### config.mk
export PLATFORM = sky130hd
export DESIGN_NAME = mux_sensor_smoother_flat
export DESIGN_NICKNAME = d
export VERILOG_FILES = /design/src/sv/mss_pkg.sv /design/src/sv/mss_in_if.sv /design/src/sv/mss_out_if.sv /design/src/sv/mss_cfg_if.sv /design/src/sv/mss_ram.sv /design/src/sv/mss_seq.sv /design/src/sv/mux_sensor_smoother.sv /design/src/flat_wrapper.sv
export SDC_FILE = /design/constraint.sdc
export NUM_CORES = 2
export LEC_CHECK = 0
export BUFFER_PORTS_ARGS = -buffer_cell sky130_fd_sc_hd__buf_4
export CELL_PAD_IN_SITES_DETAIL_PLACEMENT = 0
export CELL_PAD_IN_SITES_GLOBAL_PLACEMENT = 1
export CORE_MARGIN = 2
export CORE_UTILIZATION = 50
export DETAILED_ROUTE_END_ITERATION = 7
export GPL_TIMING_DRIVEN = 0
export PLACE_DENSITY = 0.82
export SYNTH_ARGS = -nofsm -noshare
export SYNTH_HDL_FRONTEND = slang
export SYNTH_MEMORY_MAX_BITS = 65536
export SYNTH_SLANG_ARGS = --single-unit
### constraint.sdc
create_clock -name clk -period 23.7 [get_ports clk]
set_input_delay 3.555 -clock clk [delete_from_list [all_inputs] [get_ports clk]]
set_output_delay 3.555 -clock clk [all_outputs]
set_load 0.005 [all_outputs]
### src/sv/mss_pkg.sv
// Shared constants, microcode word layout and control program for the sensor smoother.
package mss_pkg;

  // Field widths of the channels
  localparam int IN_MUX_W    = 2;
  localparam int IN_CHAN_W   = 3;
  localparam int IN_SAMPLE_W = 10;
  localparam int OUT_VALUE_W = 10;

  // Configuration port
  localparam int CFG_IDX_W  = 1;
  localparam int CFG_DATA_W = 4;
  localparam int MODE_W     = 2;
  localparam int BTN_W      = 4;

  localparam logic [CFG_IDX_W-1:0] REG_SMOOTH_MODE = 1'b0;
  localparam logic [CFG_IDX_W-1:0] REG_BUTTON_MASK = 1'b1;

  // Smoothing modes; the spare code behaves as passthrough
  localparam logic [MODE_W-1:0] MODE_PASS = 2'd0;
  localparam logic [MODE_W-1:0] MODE_TRIM = 2'd1;
  localparam logic [MODE_W-1:0] MODE_HALF = 2'd2;

  // History window. The datapath drops exactly the smallest and largest entry,
  // which is what these bounds give for a 13-deep window.
  localparam int WINDOW    = 13;
  localparam int TRIM_LO   = (WINDOW * 15 / 100 < 1) ? 1 : WINDOW * 15 / 100;
  localparam int TRIM_HI   = (WINDOW * 85 / 100 + 1 > WINDOW - 1) ? WINDOW - 1
                                                                  : WINDOW * 85 / 100 + 1;
  localparam int TRIM_CNT  = TRIM_HI - TRIM_LO;
  localparam int SLOT_W    = $clog2(WINDOW);
  localparam int PTR_W     = $clog2(WINDOW + 1);

  // Divide by TRIM_CNT as multiply by rounded-up reciprocal; exact below 2^15
  localparam int DIV_SHIFT = 17;
  localparam int DIV_MUL   = (2 ** DIV_SHIFT + TRIM_CNT - 1) / TRIM_CNT;
  localparam int DIV_MUL_W = $clog2(DIV_MUL + 1);

  // Microcode
  localparam int UPC_W = 3;
  typedef logic [UPC_W-1:0] upc_t;

  localparam upc_t UPC_FETCH    = 3'd0;
  localparam upc_t UPC_DISPATCH = 3'd1;
  localparam upc_t UPC_WRITE    = 3'd2;
  localparam upc_t UPC_READ     = 3'd3;
  localparam upc_t UPC_TRIM     = 3'd4;
  localparam upc_t UPC_MUL      = 3'd5;
  localparam upc_t UPC_SCALE    = 3'd6;
  localparam upc_t UPC_OUT      = 3'd7;

  typedef enum logic [1:0] {
    WAIT_NONE,
    WAIT_IN,
    WAIT_OUT
  } wait_t;

  typedef enum logic [1:0] {
    JMP_NEVER,
    JMP_ALWAYS,
    JMP_SIMPLE,
    JMP_MORE
  } jmp_t;

  typedef struct packed {
    logic  in_take;
    logic  simple_ld;
    logic  hist_wr;
    logic  acc_clr;
    logic  acc_step;
    logic  trim;
    logic  mul;
    logic  scale;
    logic  out_ld;
    wait_t wait_on;
    jmp_t  jmp;
    upc_t  target;
  } uword_t;

  typedef struct packed {
    logic in_fire;
    logic out_busy;
    logic simple;
    logic more;
  } seq_stat_t;

  function automatic uword_t ucode(upc_t pc);
    uword_t w;
    w = '0;
    unique case (pc)
      UPC_FETCH: begin
        w.in_take = 1'b1;
        w.wait_on = WAIT_IN;
      end
      UPC_DISPATCH: begin
        w.simple_ld = 1'b1;
        w.jmp       = JMP_SIMPLE;
        w.target    = UPC_OUT;
      end
      UPC_WRITE: begin
        w.hist_wr = 1'b1;
        w.acc_clr = 1'b1;
      end
      UPC_READ: begin
        w.acc_step = 1'b1;
        w.jmp      = JMP_MORE;
        w.target   = UPC_READ;
      end
      UPC_TRIM:  w.trim  = 1'b1;
      UPC_MUL:   w.mul   = 1'b1;
      UPC_SCALE: w.scale = 1'b1;
      UPC_OUT: begin
        w.out_ld  = 1'b1;
        w.wait_on = WAIT_OUT;
        w.jmp     = JMP_ALWAYS;
        w.target  = UPC_FETCH;
      end
    endcase
    return w;
  endfunction

endpackage

### src/sv/mss_in_if.sv
// Sample input channel: valid/ready with mux, channel and raw sample.
interface mss_in_if;
  import mss_pkg::*;
  logic                   valid;
  logic                   ready;
  logic [IN_MUX_W-1:0]    mux_index;
  logic [IN_CHAN_W-1:0]   channel_index;
  logic [IN_SAMPLE_W-1:0] sample;

  modport source (output valid, mux_index, channel_index, sample, input ready);
  modport sink   (input valid, mux_index, channel_index, sample, output ready);
endinterface

### src/sv/mss_out_if.sv
// Result channel: valid/ready with the smoothed value.
interface mss_out_if;
  import mss_pkg::*;
  logic                   valid;
  logic                   ready;
  logic [OUT_VALUE_W-1:0] smoothed_value;

  modport source (output valid, smoothed_value, input ready);
  modport sink   (input valid, smoothed_value, output ready);
endinterface

### src/sv/mss_cfg_if.sv
// Configuration write channel: valid/ready with register index and data.
interface mss_cfg_if;
  import mss_pkg::*;
  logic                  valid;
  logic                  ready;
  logic [CFG_IDX_W-1:0]  index;
  logic [CFG_DATA_W-1:0] data;

  modport source (output valid, index, data, input ready);
  modport sink   (input valid, index, data, output ready);
endinterface

### src/sv/mss_ram.sv
// Generic single-write, single-read RAM with registered read data.
module mss_ram #(
  parameter int WIDTH = 10,
  parameter int DEPTH = 416,
  localparam int AW   = (DEPTH > 1) ? $clog2(DEPTH) : 1
) (
  input  logic             clk,
  input  logic             we,
  input  logic [AW-1:0]    waddr,
  input  logic [WIDTH-1:0] wdata,
  input  logic             re,
  input  logic [AW-1:0]    raddr,
  output logic [WIDTH-1:0] rdata
);

  logic [WIDTH-1:0] mem [DEPTH];

  always_ff @(posedge clk) begin
    if (we) begin
      mem[waddr] <= wdata;
    end
    if (re) begin
      rdata <= mem[raddr];
    end
  end

endmodule

### src/sv/mss_seq.sv
// Microcode sequencer: step counter, control ROM, wait and jump logic.
module mss_seq (
  input  logic               clk,
  input  logic               rst_n,
  input  mss_pkg::seq_stat_t stat,
  output mss_pkg::uword_t    ctl
);
  import mss_pkg::*;

  upc_t pc_r, pc_nxt;
  logic hold;
  logic take;

  assign ctl = ucode(pc_r);

  always_comb begin
    unique case (ctl.wait_on)
      WAIT_NONE: hold = 1'b0;
      WAIT_IN:   hold = !stat.in_fire;
      WAIT_OUT:  hold = stat.out_busy;
      default:   hold = 1'b0;
    endcase

    unique case (ctl.jmp)
      JMP_NEVER:  take = 1'b0;
      JMP_ALWAYS: take = 1'b1;
      JMP_SIMPLE: take = stat.simple;
      JMP_MORE:   take = stat.more;
      default:    take = 1'b0;
    endcase

    priority if (hold) begin
      pc_nxt = pc_r;
    end else if (take) begin
      pc_nxt = ctl.target;
    end else begin
      pc_nxt = upc_t'(pc_r + 1'b1);
    end
  end

  always_ff @(posedge clk) begin
    if (!rst_n) begin
      pc_r <= UPC_FETCH;
    end else begin
      pc_r <= pc_nxt;
    end
  end

endmodule

### src/sv/mux_sensor_smoother.sv
// Sensor smoother top level: trimmed mean over a 13-deep history per channel.
// One item at a time; a trimmed-mean item is held by the history read loop, which reads
// every window entry in turn through the single RAM read port.
// Passthrough, half-weight, button and out-of-range items go from dispatch straight to output.
// The result becomes valid when the output step fires; output stalls hold the sequencer there.
// Sync reset clears mode, mask, slots, fill flags and last results; unwritten history reads 0.
module mux_sensor_smoother #(
  parameter int NUM_MUX     = 4,
  parameter int CHANNELS    = 8,
  parameter int SAMPLE_BITS = 10
) (
  input logic       clk,
  input logic       rst_n,
  mss_in_if.sink    in_ch,
  mss_out_if.source out_ch,
  mss_cfg_if.sink   cfg_ch
);
  import mss_pkg::*;

  localparam int SLOTS  = NUM_MUX * CHANNELS;
  localparam int IDX_W  = (SLOTS > 1) ? $clog2(SLOTS) : 1;
  localparam int HW     = (SAMPLE_BITS < IN_SAMPLE_W) ? SAMPLE_BITS : IN_SAMPLE_W;
  localparam int SUM_W  = HW + $clog2(WINDOW);
  localparam int DEPTH  = SLOTS * WINDOW;
  localparam int ADDR_W = (DEPTH > 1) ? $clog2(DEPTH) : 1;
  localparam int PROD_W = SUM_W + DIV_MUL_W;

  uword_t    ctl;
  seq_stat_t stat;

  // configuration
  logic [MODE_W-1:0] mode_r;
  logic [BTN_W-1:0]  mask_r;

  // latched item
  logic [IN_MUX_W-1:0]  mux_r;
  logic [IN_CHAN_W-1:0] chan_r;
  logic [HW-1:0]        samp_r;

  // per-channel state
  logic [SLOT_W-1:0] slot_r [SLOTS];
  logic              full_r [SLOTS];
  logic [HW-1:0]     last_r [SLOTS];

  // datapath
  logic [PTR_W-1:0]       ptr_r, ptr_nxt;
  logic [SUM_W-1:0]       sum_r, sum_nxt;
  logic [HW-1:0]          min_r, min_nxt;
  logic [HW-1:0]          max_r, max_nxt;
  logic [SUM_W-1:0]       trim_r;
  logic [PROD_W-1:0]      prod_r;
  logic [HW-1:0]          res_r, res_nxt;
  logic                   out_valid_r, out_valid_nxt;
  logic [OUT_VALUE_W-1:0] out_val_r;

  logic                in_fire;
  logic                out_fire;
  logic                rng;
  logic [IDX_W-1:0]    idx;
  logic                btn;
  logic                avg;
  logic                half;
  logic [HW:0]         half_sum;
  logic [SLOT_W:0]     slot_inc;
  logic [SLOT_W-1:0]   slot_new;
  logic [SLOT_W-1:0]   rd_ent;
  logic                ent_ok;
  logic [HW-1:0]       ent_val;
  logic                rd_en;
  logic [ADDR_W-1:0]   waddr;
  logic [ADDR_W-1:0]   raddr;
  logic [HW-1:0]       rd_data;

  assign cfg_ch.ready      = 1'b1;
  assign in_ch.ready       = ctl.in_take;
  assign out_ch.valid      = out_valid_r;
  assign out_ch.smoothed_value = out_val_r;

  assign in_fire  = in_ch.valid && ctl.in_take;
  assign out_fire = ctl.out_ld && !stat.out_busy;

  assign stat.in_fire  = in_fire;
  assign stat.out_busy = out_valid_r && !out_ch.ready;
  assign stat.simple   = !avg;
  assign stat.more     = 32'(ptr_r) != WINDOW;

  mss_seq u_seq (
    .clk   (clk),
    .rst_n (rst_n),
    .stat  (stat),
    .ctl   (ctl)
  );

  // address decode of the held item
  assign rng  = (32'(mux_r) < NUM_MUX) && (32'(chan_r) < CHANNELS);
  assign idx  = IDX_W'(32'(mux_r) * CHANNELS + 32'(chan_r));
  assign btn  = mask_r[mux_r];
  assign avg  = rng && !btn && (mode_r == MODE_TRIM);
  assign half = rng && !btn && (mode_r == MODE_HALF);
  assign half_sum = {1'b0, samp_r} + {1'b0, last_r[idx]};

  // write slot advances before the write, wrapping at the window length
  assign slot_inc = {1'b0, slot_r[idx]} + 1'b1;
  assign slot_new = (32'(slot_inc) >= WINDOW) ? '0 : slot_inc[SLOT_W-1:0];
  assign waddr    = ADDR_W'(32'(idx) * WINDOW + 32'(slot_new));

  // read loop: issue entry ptr, consume entry ptr-1
  assign rd_en   = ctl.acc_step && (32'(ptr_r) < WINDOW);
  assign raddr   = ADDR_W'(32'(idx) * WINDOW + 32'(ptr_r));
  assign rd_ent  = SLOT_W'(ptr_r - 1'b1);
  assign ent_ok  = full_r[idx] || ((rd_ent != '0) && (rd_ent <= slot_r[idx]));
  assign ent_val = ent_ok ? rd_data : '0;

  mss_ram #(
    .WIDTH (HW),
    .DEPTH (DEPTH)
  ) u_hist (
    .clk   (clk),
    .we    (ctl.hist_wr),
    .waddr (waddr),
    .wdata (samp_r),
    .re    (rd_en),
    .raddr (raddr),
    .rdata (rd_data)
  );

  always_comb begin
    ptr_nxt = ptr_r;
    sum_nxt = sum_r;
    min_nxt = min_r;
    max_nxt = max_r;
    res_nxt = res_r;

    if (ctl.acc_clr) begin
      ptr_nxt = '0;
      sum_nxt = '0;
      min_nxt = '1;
      max_nxt = '0;
    end
    if (ctl.acc_step) begin
      if (rd_en) begin
        ptr_nxt = PTR_W'(ptr_r + 1'b1);
      end
      if (ptr_r != '0) begin
        sum_nxt = sum_r + SUM_W'(ent_val);
        min_nxt = (ent_val < min_r) ? ent_val : min_r;
        max_nxt = (ent_val > max_r) ? ent_val : max_r;
      end
    end

    if (ctl.simple_ld) begin
      res_nxt = half ? half_sum[HW:1] : samp_r;
    end else if (ctl.scale) begin
      res_nxt = prod_r[DIV_SHIFT +: HW];
    end

    if (out_fire) begin
      out_valid_nxt = 1'b1;
    end else if (out_ch.ready) begin
      out_valid_nxt = 1'b0;
    end else begin
      out_valid_nxt = out_valid_r;
    end
  end

  always_ff @(posedge clk) begin
    if (!rst_n) begin
      mode_r      <= MODE_PASS;
      mask_r      <= '0;
      ptr_r       <= '0;
      out_valid_r <= 1'b0;
      for (int i = 0; i < SLOTS; i++) begin
        slot_r[i] <= '0;
        full_r[i] <= 1'b0;
        last_r[i] <= '0;
      end
    end else begin
      ptr_r       <= ptr_nxt;
      out_valid_r <= out_valid_nxt;
      if (cfg_ch.valid) begin
        if (cfg_ch.index == REG_SMOOTH_MODE) begin
          mode_r <= cfg_ch.data[MODE_W-1:0];
        end else if (cfg_ch.index == REG_BUTTON_MASK) begin
          mask_r <= cfg_ch.data[BTN_W-1:0];
        end
      end
      if (ctl.hist_wr) begin
        slot_r[idx] <= slot_new;
        if (slot_new == '0) begin
          full_r[idx] <= 1'b1;
        end
      end
      if (out_fire && rng) begin
        last_r[idx] <= res_r;
      end
    end
  end

  // payload registers
  always_ff @(posedge clk) begin
    if (in_fire) begin
      mux_r  <= in_ch.mux_index;
      chan_r <= in_ch.channel_index;
      samp_r <= in_ch.sample[HW-1:0];
    end
    sum_r <= sum_nxt;
    min_r <= min_nxt;
    max_r <= max_nxt;
    res_r <= res_nxt;
    if (ctl.trim) begin
      trim_r <= sum_r - SUM_W'(min_r) - SUM_W'(max_r);
    end
    if (ctl.mul) begin
      prod_r <= PROD_W'(trim_r) * PROD_W'(DIV_MUL);
    end
    if (out_fire) begin
      out_val_r <= OUT_VALUE_W'(res_r);
    end
  end

`ifndef SYNTH
  a_one_item: assert property (@(posedge clk) disable iff (!rst_n)
    in_fire |=> !in_ch.ready)
    else $error("second item taken while one is in flight");

  a_ptr_bound: assert property (@(posedge clk) disable iff (!rst_n)
    32'(ptr_r) <= WINDOW)
    else $error("history read pointer past window");

  a_mean_range: assert property (@(posedge clk) disable iff (!rst_n)
    ctl.scale |=> (res_r >= min_r) && (res_r <= max_r))
    else $error("trimmed mean outside window min/max");

  a_last_upd: assert property (@(posedge clk) disable iff (!rst_n)
    (out_fire && rng) |=> (last_r[idx] == res_r))
    else $error("last result not recorded for channel");
`endif

endmodule
### src/flat_wrapper.sv
// flat-port wrapper written by rule: the top's interface ports become plain ports
module mux_sensor_smoother_flat import mss_pkg::*;
#(
  parameter int NUM_MUX     = 4,
  parameter int CHANNELS    = 8,
  parameter int SAMPLE_BITS = 10
)
  (clk, rst_n, in_ch_valid, in_ch_mux_index, in_ch_channel_index, in_ch_sample, in_ch_ready, out_ch_valid, out_ch_smoothed_value, out_ch_ready, cfg_ch_valid, cfg_ch_index, cfg_ch_data, cfg_ch_ready);
  mss_in_if in_ch_i ();
  mss_out_if out_ch_i ();
  mss_cfg_if cfg_ch_i ();
  input logic clk;
  input logic rst_n;
  input wire logic [$bits(in_ch_i.valid)-1:0] in_ch_valid;
  input wire logic [$bits(in_ch_i.mux_index)-1:0] in_ch_mux_index;
  input wire logic [$bits(in_ch_i.channel_index)-1:0] in_ch_channel_index;
  input wire logic [$bits(in_ch_i.sample)-1:0] in_ch_sample;
  output wire logic [$bits(in_ch_i.ready)-1:0] in_ch_ready;
  output wire logic [$bits(out_ch_i.valid)-1:0] out_ch_valid;
  output wire logic [$bits(out_ch_i.smoothed_value)-1:0] out_ch_smoothed_value;
  input wire logic [$bits(out_ch_i.ready)-1:0] out_ch_ready;
  input wire logic [$bits(cfg_ch_i.valid)-1:0] cfg_ch_valid;
  input wire logic [$bits(cfg_ch_i.index)-1:0] cfg_ch_index;
  input wire logic [$bits(cfg_ch_i.data)-1:0] cfg_ch_data;
  output wire logic [$bits(cfg_ch_i.ready)-1:0] cfg_ch_ready;
  assign in_ch_i.valid = in_ch_valid;
  assign in_ch_i.mux_index = in_ch_mux_index;
  assign in_ch_i.channel_index = in_ch_channel_index;
  assign in_ch_i.sample = in_ch_sample;
  assign in_ch_ready = in_ch_i.ready;
  assign out_ch_valid = out_ch_i.valid;
  assign out_ch_smoothed_value = out_ch_i.smoothed_value;
  assign out_ch_i.ready = out_ch_ready;
  assign cfg_ch_i.valid = cfg_ch_valid;
  assign cfg_ch_i.index = cfg_ch_index;
  assign cfg_ch_i.data = cfg_ch_data;
  assign cfg_ch_ready = cfg_ch_i.ready;
  mux_sensor_smoother #(.NUM_MUX(NUM_MUX), .CHANNELS(CHANNELS), .SAMPLE_BITS(SAMPLE_BITS)) u_core (.clk(clk), .rst_n(rst_n), .in_ch(in_ch_i), .out_ch(out_ch_i), .cfg_ch(cfg_ch_i));
endmodule
=== After elaboration in Yosys (flattened, before gate mapping) ===
Memory sizes are Yosys's and may differ from the RTL's. A register that Yosys moved wholly into a read port is not among the register bits.
Index checks and enable logic that the tools add are counted.

* Memories kept: 4
* RAM bits: 4640
* Bits of input ports: 25
* Output and inout port bits: 13
* Bits in registers: 122
* Word-level logic and storage cells: 138
* Latch bits: 0
* ROM bits: 0

* Div/mod/pow operators: 0
* Order comparisons: 6
* Equality and inequality tests: 17
* Shift operators: 0
* Reductions and logical operators: 25
* Add/subtract/negate cells: 11
* $mul: 2
* Mux-type cells: 57
* Bitwise operators: 1

{| class="wikitable"
|+ Memories
! name !! words !! width !! read ports !! clocked after memory_dff !! wr ports !! line !! source
|-
| u_core.u_hist.mem || 416 || 10 || 1 || 1 || 1 || mss_ram.sv:16 || <nowiki>logic [WIDTH-1:0] mem [DEPTH];</nowiki>
|-
| u_core.last_r || 32 || 10 || 1 || 0 || 32 || mux_sensor_smoother.sv:43 || <nowiki>logic [HW-1:0] last_r [SLOTS];</nowiki>
|-
| u_core.slot_r || 32 || 4 || 1 || 0 || 32 || mux_sensor_smoother.sv:41 || <nowiki>logic [SLOT_W-1:0] slot_r [SLOTS];</nowiki>
|-
| u_core.full_r || 32 || 1 || 1 || 0 || 32 || mux_sensor_smoother.sv:42 || <nowiki>logic full_r [SLOTS];</nowiki>
|}

{| class="wikitable"
|+ Operator list
! cell !! count
|-
| $mux 10 || 13
|-
| $mux 14 || 3
|-
| $sub 14x10->14 || 2
|-
| $mux 1 || 26
|-
| $mul 14x12->25 const B || 1
|-
| $mux 4 || 5
|-
| $add 9x4->9 || 2
|-
| $mux 5 || 3
|-
| $pmux 5 s3 || 1
|-
| $add 14x10->14 || 1
|-
| $eq 3x3->1 const B || 4
|-
| $add 10x10->11 || 1
|-
| $gt 10x10->1 || 1
|-
| $lt 10x10->1 || 1
|-
| $reduce_or 10->1 || 1
|-
| $mul 5x4->9 const B || 1
|-
| $eq 2x2->1 const B || 4
|-
| $reduce_bool 4->1 || 2
|-
| $logic_and 1x1->1 || 7
|-
| $eq 2x1->1 const B || 3
|-
| $eq 3x2->1 const B || 2
|-
| $ne 3x3->1 const B || 2
|-
| $add 4x1->5 const B || 1
|-
| $add 5x3->5 || 1
|-
| 25 further kinds || 31
|}

=== Logic depth before layout (Yosys ltp) ===
An unclocked memory read counts as a cell.

* Word-level depth: 12
* Gate-level depth with buffers: 28
* Mapped depth without buffers: 25

=== Cells and area by module ===
Synthesis repeated with hierarchy kept, for this count alone.

* Cells, all modules: 10201
* Area total of the unflattened synthesis: 193329.2 µm²

{| class="wikitable"
|+ By module, submodules not included
! module !! instances !! seq. area each (µm²) !! area each (µm²) !! cells an instance
|-
| mss_ram || 1 || 125220.1 || 161369.8 || 7701
|-
| mux_sensor_smoother || 1 || 16966.3 || 31524.0 || 2451
|-
| mss_seq || 1 || 60.1 || 435.4 || 49
|}

=== Worst setup path before layout ===
Ideal clock, no wire load.

* Path type: flip-flop to flip-flop
* Start: reg u_core.samp_r[2]
* End: reg u_core.res_r[7], data pin
* Data required time: 23.520 ns
* Path buffers: 0
* Arrival time: 7.443 ns
* Path slack: 16.076 ns
* Period minus slack after synthesis: 7.624 ns
* Stages on the path, launching flop included: 11
* Setup time: 0.180 ns
* Cell sequence: edfxtp_1 > ha_1 > a21o_1 > a21oi_1 > o21bai_1 > a21oi_1 > o21bai_1 > a21oi_1 > xnor2_1 > mux2i_1 > o21ai_0

* Cells in the longest elaborated chain, start to end: 3

{| class="wikitable"
|+ RTL lines
! element !! line !! source
|-
| start, declared || mux_sensor_smoother.sv:38 || <nowiki>logic [HW-1:0] samp_r;</nowiki>
|-
| start signal, assigned || mux_sensor_smoother.sv:204 || <nowiki>samp_r <= in_ch.sample[HW-1:0];</nowiki>
|-
| $add 10x10->11 || mux_sensor_smoother.sv:100 || <nowiki>assign half_sum = {1'b0, samp_r} + {1'b0, last_r[idx]};</nowiki>
|-
| $mux 10 || mux_sensor_smoother.sv:152 || <nowiki>res_nxt = half ? half_sum[HW:1] : samp_r;</nowiki>
|-
| $mux 10 || mux_sensor_smoother.sv:151 || <nowiki>if (ctl.simple_ld) begin</nowiki>
|-
| net u_core.res_nxt[7] || mux_sensor_smoother.sv:52 || <nowiki>logic [HW-1:0] res_r, res_nxt;</nowiki>
|-
| end signal, assigned || mux_sensor_smoother.sv:209 || <nowiki>res_r <= res_nxt;</nowiki>
|-
| end, declared || mux_sensor_smoother.sv:52 ||
|}

The timed path passes the listed nets, and every way through them passes these cells.
A chain may end at the register's enable or synchronous reset.

=== Worst setup path after layout ===
* Start: reg u_core.chan_r[1]
* End: reg u_core.u_hist.rdata[8], read port of u_core.u_hist.mem, data pin

* Cells in the longest elaborated chain, start to end: 3

{| class="wikitable"
|+ RTL lines
! element !! line !! source
|-
| start, declared || mux_sensor_smoother.sv:37 || <nowiki>logic [IN_CHAN_W-1:0] chan_r;</nowiki>
|-
| start signal, assigned || mux_sensor_smoother.sv:203 || <nowiki>chan_r <= in_ch.channel_index;</nowiki>
|-
| $add 5x3->5 || mux_sensor_smoother.sv:96 || <nowiki>assign idx = IDX_W'(32'(mux_r) * CHANNELS + 32'(chan_r));</nowiki>
|-
| $mul 5x4->9 || mux_sensor_smoother.sv:109 || <nowiki>assign raddr = ADDR_W'(32'(idx) * WINDOW + 32'(ptr_r));</nowiki>
|-
| $add 9x4->9 || mux_sensor_smoother.sv:109 ||
|-
| end, declared || mss_ram.sv:13 || <nowiki>output logic [WIDTH-1:0] rdata</nowiki>
|}

Every way passes these cells.

==> results.txt <==
The number of flops mapped to enable cells by yosys is 4697. The worst setup path is launched from a flip-flop. The clock root buffer master is sky130_fd_sc_hd__clkbuf_16. The path type of the worst setup path is flip-flop to flip-flop. The endpoint kind of the worst setup timing path is a flip-flop. The actual transition at the worst max-transition pin came out at 1726 ps.

The floorplan die area is 389500 µm². The mean instance size in the synthesized netlist is 21.15 µm². The power consumption came out at 27.78 mW.

The post-route fraction of the period consumed by the critical path came out at 45.82%. In this run the power density over the cells is 127.1 nW/µm². The max-capacitance violation count is 10. The synthesized netlist contains 66 unique library cells. The clock transition at the register clock pins on the worst setup and hold paths after CTS came out at 60 ps.

The headroom to the max-slew limit is -15.34%. Using the TritonRoute via totals, the vias-per-cell ratio works out to 6.634. The post-route netlist has 26.48% of its cells at a drive strength greater than 1. The fraction of registers with async set or reset after synthesis is 0%.

The vertical extent of the die is 624.1 µm. The H-tree depth reported by CTS is 5. STA puts the critical path data required time at 24410 ps. The data arrival time of the worst path is 11570 ps.

Final hold analysis gives a worst-case slack of 458.7 ps. The synthesized net count is 9359. The worst register-to-register path begins at u_core.chan_r[1]. The CTS buffer count came out at 443. For this block, the initial DRC count from the detailed router was 16830. The number of buffers inserted by port buffering is 36. In the post-synthesis netlist, the biggest area contributors are sky130_fd_sc_hd__edfxtp_1 (73%), sky130_fd_sc_hd__mux4_2 (17%), sky130_fd_sc_hd__nor2_1 (1.3%), sky130_fd_sc_hd__ha_1 (1.2%), sky130_fd_sc_hd__and2_1 (1.1%). The count of endpoints failing setup in the final report is 0.

The total congestion overflow after global routing came out at 0. For flop-to-flop paths, the worst setup slack is 12840 ps. After technology mapping, the gate count stands at 9089.

The maximum count of clock buffers along a single path came out at 4. The start point of the worst hold path is u_core.full_r[29]. The post-CTS setup buffer count came out at 0. The static leakage came out at 70.19 nW.

The number of detailed-route iterations in the first pass came out at 6. The net count of the finished layout is 10060. The number of warnings issued by yosys came out at 0. The number of primary I/O pins is 38. Measured in cells, the most critical reg-to-reg path has a length of 21. The number of hold violations in the final report came out at 0. For this block, the via count after detailed routing is 101000.

After detailed routing, the number of remaining DRC violations is 0. The share of the core filled with cells came out at 57.14%. The CTS tree is yes. The smallest clock period supported by the final layout is computed as 10860 ps.

In this run the critical register-to-register path is captured at u_core.u_hist.rdata[8]. Measured along the x axis, the die boundary spans 624.1 µm. The cell accounting for the most synthesized area is sky130_fd_sc_hd__edfxtp_1. The area inside the core boundary is 382600 µm². The via count of the first global-routing pass came out at 99670.

The placed cell count is 14380. The number of instances resized during post-cts repair is 0. The run finished, with violations left. Setup repair after global routing left no endpoint under its margin. The largest clock skew in the final design is 80.03 ps. The worst hold path terminates at u_core.full_r[29]. For this run, the top clock speed supported by timing is 92.08 MHz.

The top cell type by area accounts for 73.36% of the synthesized area. The pin count of the biggest net entering global routing is 40. The clock insertion delay at the later pin of the skew report is 1040 ps.

After synthesis the cells add up to 192300 µm². After floorplanning, the core was divided into 227 placement rows. The final-report max-slew violation count is 102.

For this design, the sink count on the clock tree is 4757. The hold-critical path depth came out at 2. For this run, the number of standard cells in the final layout without fillers is 15230.

The congestion estimate from routability-driven global placement came to 0.9350. The sequential cell area fraction in the yosys report is 73.99%. The starting density of the core is 50.25%. The first-pass GRT wire length is 760.3 mm.

The sum of negative setup slack came out at 0 ps. The initial antenna violation count came to 33. The biggest fanout along the worst timing path is 10. The final routed wire length divided by cell count came out at 35.94 µm. For this run, the total global-route usage over all layers was measured as 27.81%. The dominant register cell in the synthesized netlist is sky130_fd_sc_hd__edfxtp_1. The worst voltage drop across the vdd grid came out at 0.2653 mV. The post-cts hold buffer count came out at 0. The total wirelength of the detailed-routed design is 547.4 mm. The kind of path behind the tightest hold check is flip-flop to flip-flop.

Detailed placement ended at an HPWL of 369.9 mm. The area growth from synthesis to layout is 13.70%. The count of antenna-violating nets left after detailed routing came out at 0. The number of flip-flops and latches in the synthesized netlist came out at 4757.

The final reports fail on capacitance limit, slew limit.
-- power by group --
part           switching (mW)  internal [mW]
Clock                    3.18           4.01
Sequential              0.101           9.80
Combinational            6.73           3.96
Total                    10.0           17.8
-- routing by layer --
metal / track usage, % / part of all wire (%) / vias to the layer above
met2: 42.88 / 47 / 8025
met3: 8.212 / 13 / 1476
met5: 0.1729 / 0.059 / -
li1: - / - / 38720
met1: 36.16 / 34 / 52770
met4: 14.27 / 5.9 / 30
-- cells by family (layout without fill, tap and decap cells) --
group	after synthesis	in the layout	synth area share, %
AO/OA/AOI/OAI	342	342	1.053
XOR/XNOR	57	57	0.2714
adder cells (fa/ha/maj)	245	245	1.848
buffers and inverters	674	1742	1.553
flip-flops	4757	4757	73.99
multiplexers	1615	1615	17.95
other	1	35	0.001951
AND/OR/NAND/NOR	1398	1398	3.331
-- Yosys cell counts, types with 18 or more instances --
| cell | instances |
|---|---|
| sky130_fd_sc_hd__nor2b_1 | 29 |
| sky130_fd_sc_hd__xnor2_1 | 36 |
| sky130_fd_sc_hd__nand2_1 | 244 |
| sky130_fd_sc_hd__buf_6 | 22 |
| sky130_fd_sc_hd__xor2_1 | 18 |
| sky130_fd_sc_hd__mux4_2 | 1459 |
| sky130_fd_sc_hd__o21ai_0 | 135 |
| sky130_fd_sc_hd__ha_1 | 180 |
| sky130_fd_sc_hd__dfxtp_1 | 60 |
| sky130_fd_sc_hd__buf_2 | 175 |
| sky130_fd_sc_hd__inv_1 | 158 |
| sky130_fd_sc_hd__o22ai_1 | 20 |
| sky130_fd_sc_hd__clkbuf_1 | 267 |
| sky130_fd_sc_hd__edfxtp_1 | 4697 |
| sky130_fd_sc_hd__buf_4 | 19 |
| sky130_fd_sc_hd__nor2_1 | 664 |
| sky130_fd_sc_hd__nand2b_1 | 22 |
| sky130_fd_sc_hd__mux2_2 | 65 |
| sky130_fd_sc_hd__a21oi_1 | 74 |
| sky130_fd_sc_hd__fa_1 | 65 |
| sky130_fd_sc_hd__nand3_1 | 57 |
| sky130_fd_sc_hd__mux2i_1 | 89 |
| sky130_fd_sc_hd__and2_1 | 331 |
| sky130_fd_sc_hd__a21o_1 | 20 |
| sky130_fd_sc_hd__buf_1 | 29 |
-- worst max path at each step --
stage | endpoint | from | depth (start not counted)
2_1_floorplan | u_core.res_r[7] | u_core.samp_r[2] | 10
3_3_place_gp | u_core.res_r[7] | u_core.samp_r[0] | 12
3_5_place_dp | u_core.u_hist.rdata[7] | u_core.chan_r[1] | 21
4_1_cts | u_core.u_hist.rdata[7] | u_core.chan_r[1] | 21
5_1_grt | u_core.u_hist.rdata[8] | u_core.chan_r[1] | 21
6_report | u_core.u_hist.rdata[8] | u_core.chan_r[1] | 21
-- layout make-up --
cell class | count | area [µm²]
timing repair buffer | 255 | 5440
inverter | 162 | 608.1
antenna | 34 | 85.08
clock inverter | 276 | 2845
tap | 5038 | 6304
buffer | 512 | 2419
fill | 26600 | 164000
sequential | 4757 | 142200
multi-input combinational | 3658 | 47070
clock buffer | 537 | 11570
-- sequential cells by signal, indices dropped and copies added (netlist names) --
register / cells
u_core.chan_r: 3
u_core.max_r: 10
u_core.mask_r: 4
u_core.trim_r: 14
u_core.out_ch.valid: 1
u_core.res_r: 10
u_core.min_r: 10
u_core.u_hist.rdata: 10
u_core.last_r: 320
u_core.samp_r: 10
u_core.slot_r: 128
u_core.u_seq.pc_r: 3
u_core.mode_r: 2
u_core.out_ch.smoothed_value: 10
u_core.prod_r: 10
u_core.ptr_r: 4
u_core.full_r: 32
u_core.u_hist.mem: 4160
u_core.sum_r: 14
u_core.mux_r: 2
-- placed cells by master, fill, tap and decap left out, types with 20 or more instances in the layout --
cell type and n:
sky130_fd_sc_hd__bufinv_16 48, sky130_fd_sc_hd__buf_6 22, sky130_fd_sc_hd__fa_1 65, sky130_fd_sc_hd__nand2_1 241, sky130_fd_sc_hd__nand3_1 57, sky130_fd_sc_hd__buf_1 29
sky130_fd_sc_hd__mux4_2 1459, sky130_fd_sc_hd__o21ai_0 103, sky130_fd_sc_hd__dfxtp_1 60, sky130_fd_sc_hd__buf_2 175, sky130_fd_sc_hd__o22ai_1 20, sky130_fd_sc_hd__clkinv_1 92
sky130_fd_sc_hd__nor2_1 660, sky130_fd_sc_hd__mux2_2 65, sky130_fd_sc_hd__xnor2_1 36, sky130_fd_sc_hd__inv_1 158, sky130_fd_sc_hd__mux2i_1 89, sky130_fd_sc_hd__clkbuf_1 320
sky130_fd_sc_hd__buf_4 86, sky130_fd_sc_hd__buf_16 165, sky130_fd_sc_hd__clkbuf_2 33, sky130_fd_sc_hd__a21oi_1 74, sky130_fd_sc_hd__a21o_1 20, sky130_fd_sc_hd__clkbuf_16 448
sky130_fd_sc_hd__edfxtp_1 4697, sky130_fd_sc_hd__ha_1 180, sky130_fd_sc_hd__nand2b_1 22, sky130_fd_sc_hd__diode_2 34, sky130_fd_sc_hd__clkinv_2 88, sky130_fd_sc_hd__and2_1 331
sky130_fd_sc_hd__nor2b_1 29, sky130_fd_sc_hd__o21ai_1 48
-- critical path, cell delays in order, from the launching register on --
cell	delay, ps
sky130_fd_sc_hd__edfxtp_1	810
sky130_fd_sc_hd__buf_4	310
sky130_fd_sc_hd__buf_2	420
sky130_fd_sc_hd__buf_1	730
sky130_fd_sc_hd__clkbuf_1	760
sky130_fd_sc_hd__clkbuf_1	580
sky130_fd_sc_hd__inv_1	180
sky130_fd_sc_hd__ha_1	370
sky130_fd_sc_hd__ha_1	310
sky130_fd_sc_hd__ha_1	170
sky130_fd_sc_hd__inv_1	60
sky130_fd_sc_hd__fa_1	490
sky130_fd_sc_hd__clkbuf_1	280
sky130_fd_sc_hd__xnor2_2	720
sky130_fd_sc_hd__buf_2	540
sky130_fd_sc_hd__buf_2	810
sky130_fd_sc_hd__buf_2	810
sky130_fd_sc_hd__mux2i_1	520
sky130_fd_sc_hd__mux2i_1	210
sky130_fd_sc_hd__mux2i_1	820
sky130_fd_sc_hd__mux2_2	490
sky130_fd_sc_hd__o22ai_1	150
-- stage by stage --
| stage | instance area [µm²] | worst slack [ps] |
|---|---|---|
| after floorplan | 192300 | 16080 |
| after global placement | 198800 | 9192 |
| after detailed placement | 204100 | 13450 |
| after CTS | 218500 | 13370 |
| after global routing | 218500 | 13020 |
| final | 218600 | 12840 |
Note: power is estimated with default switching activity, not from simulation.
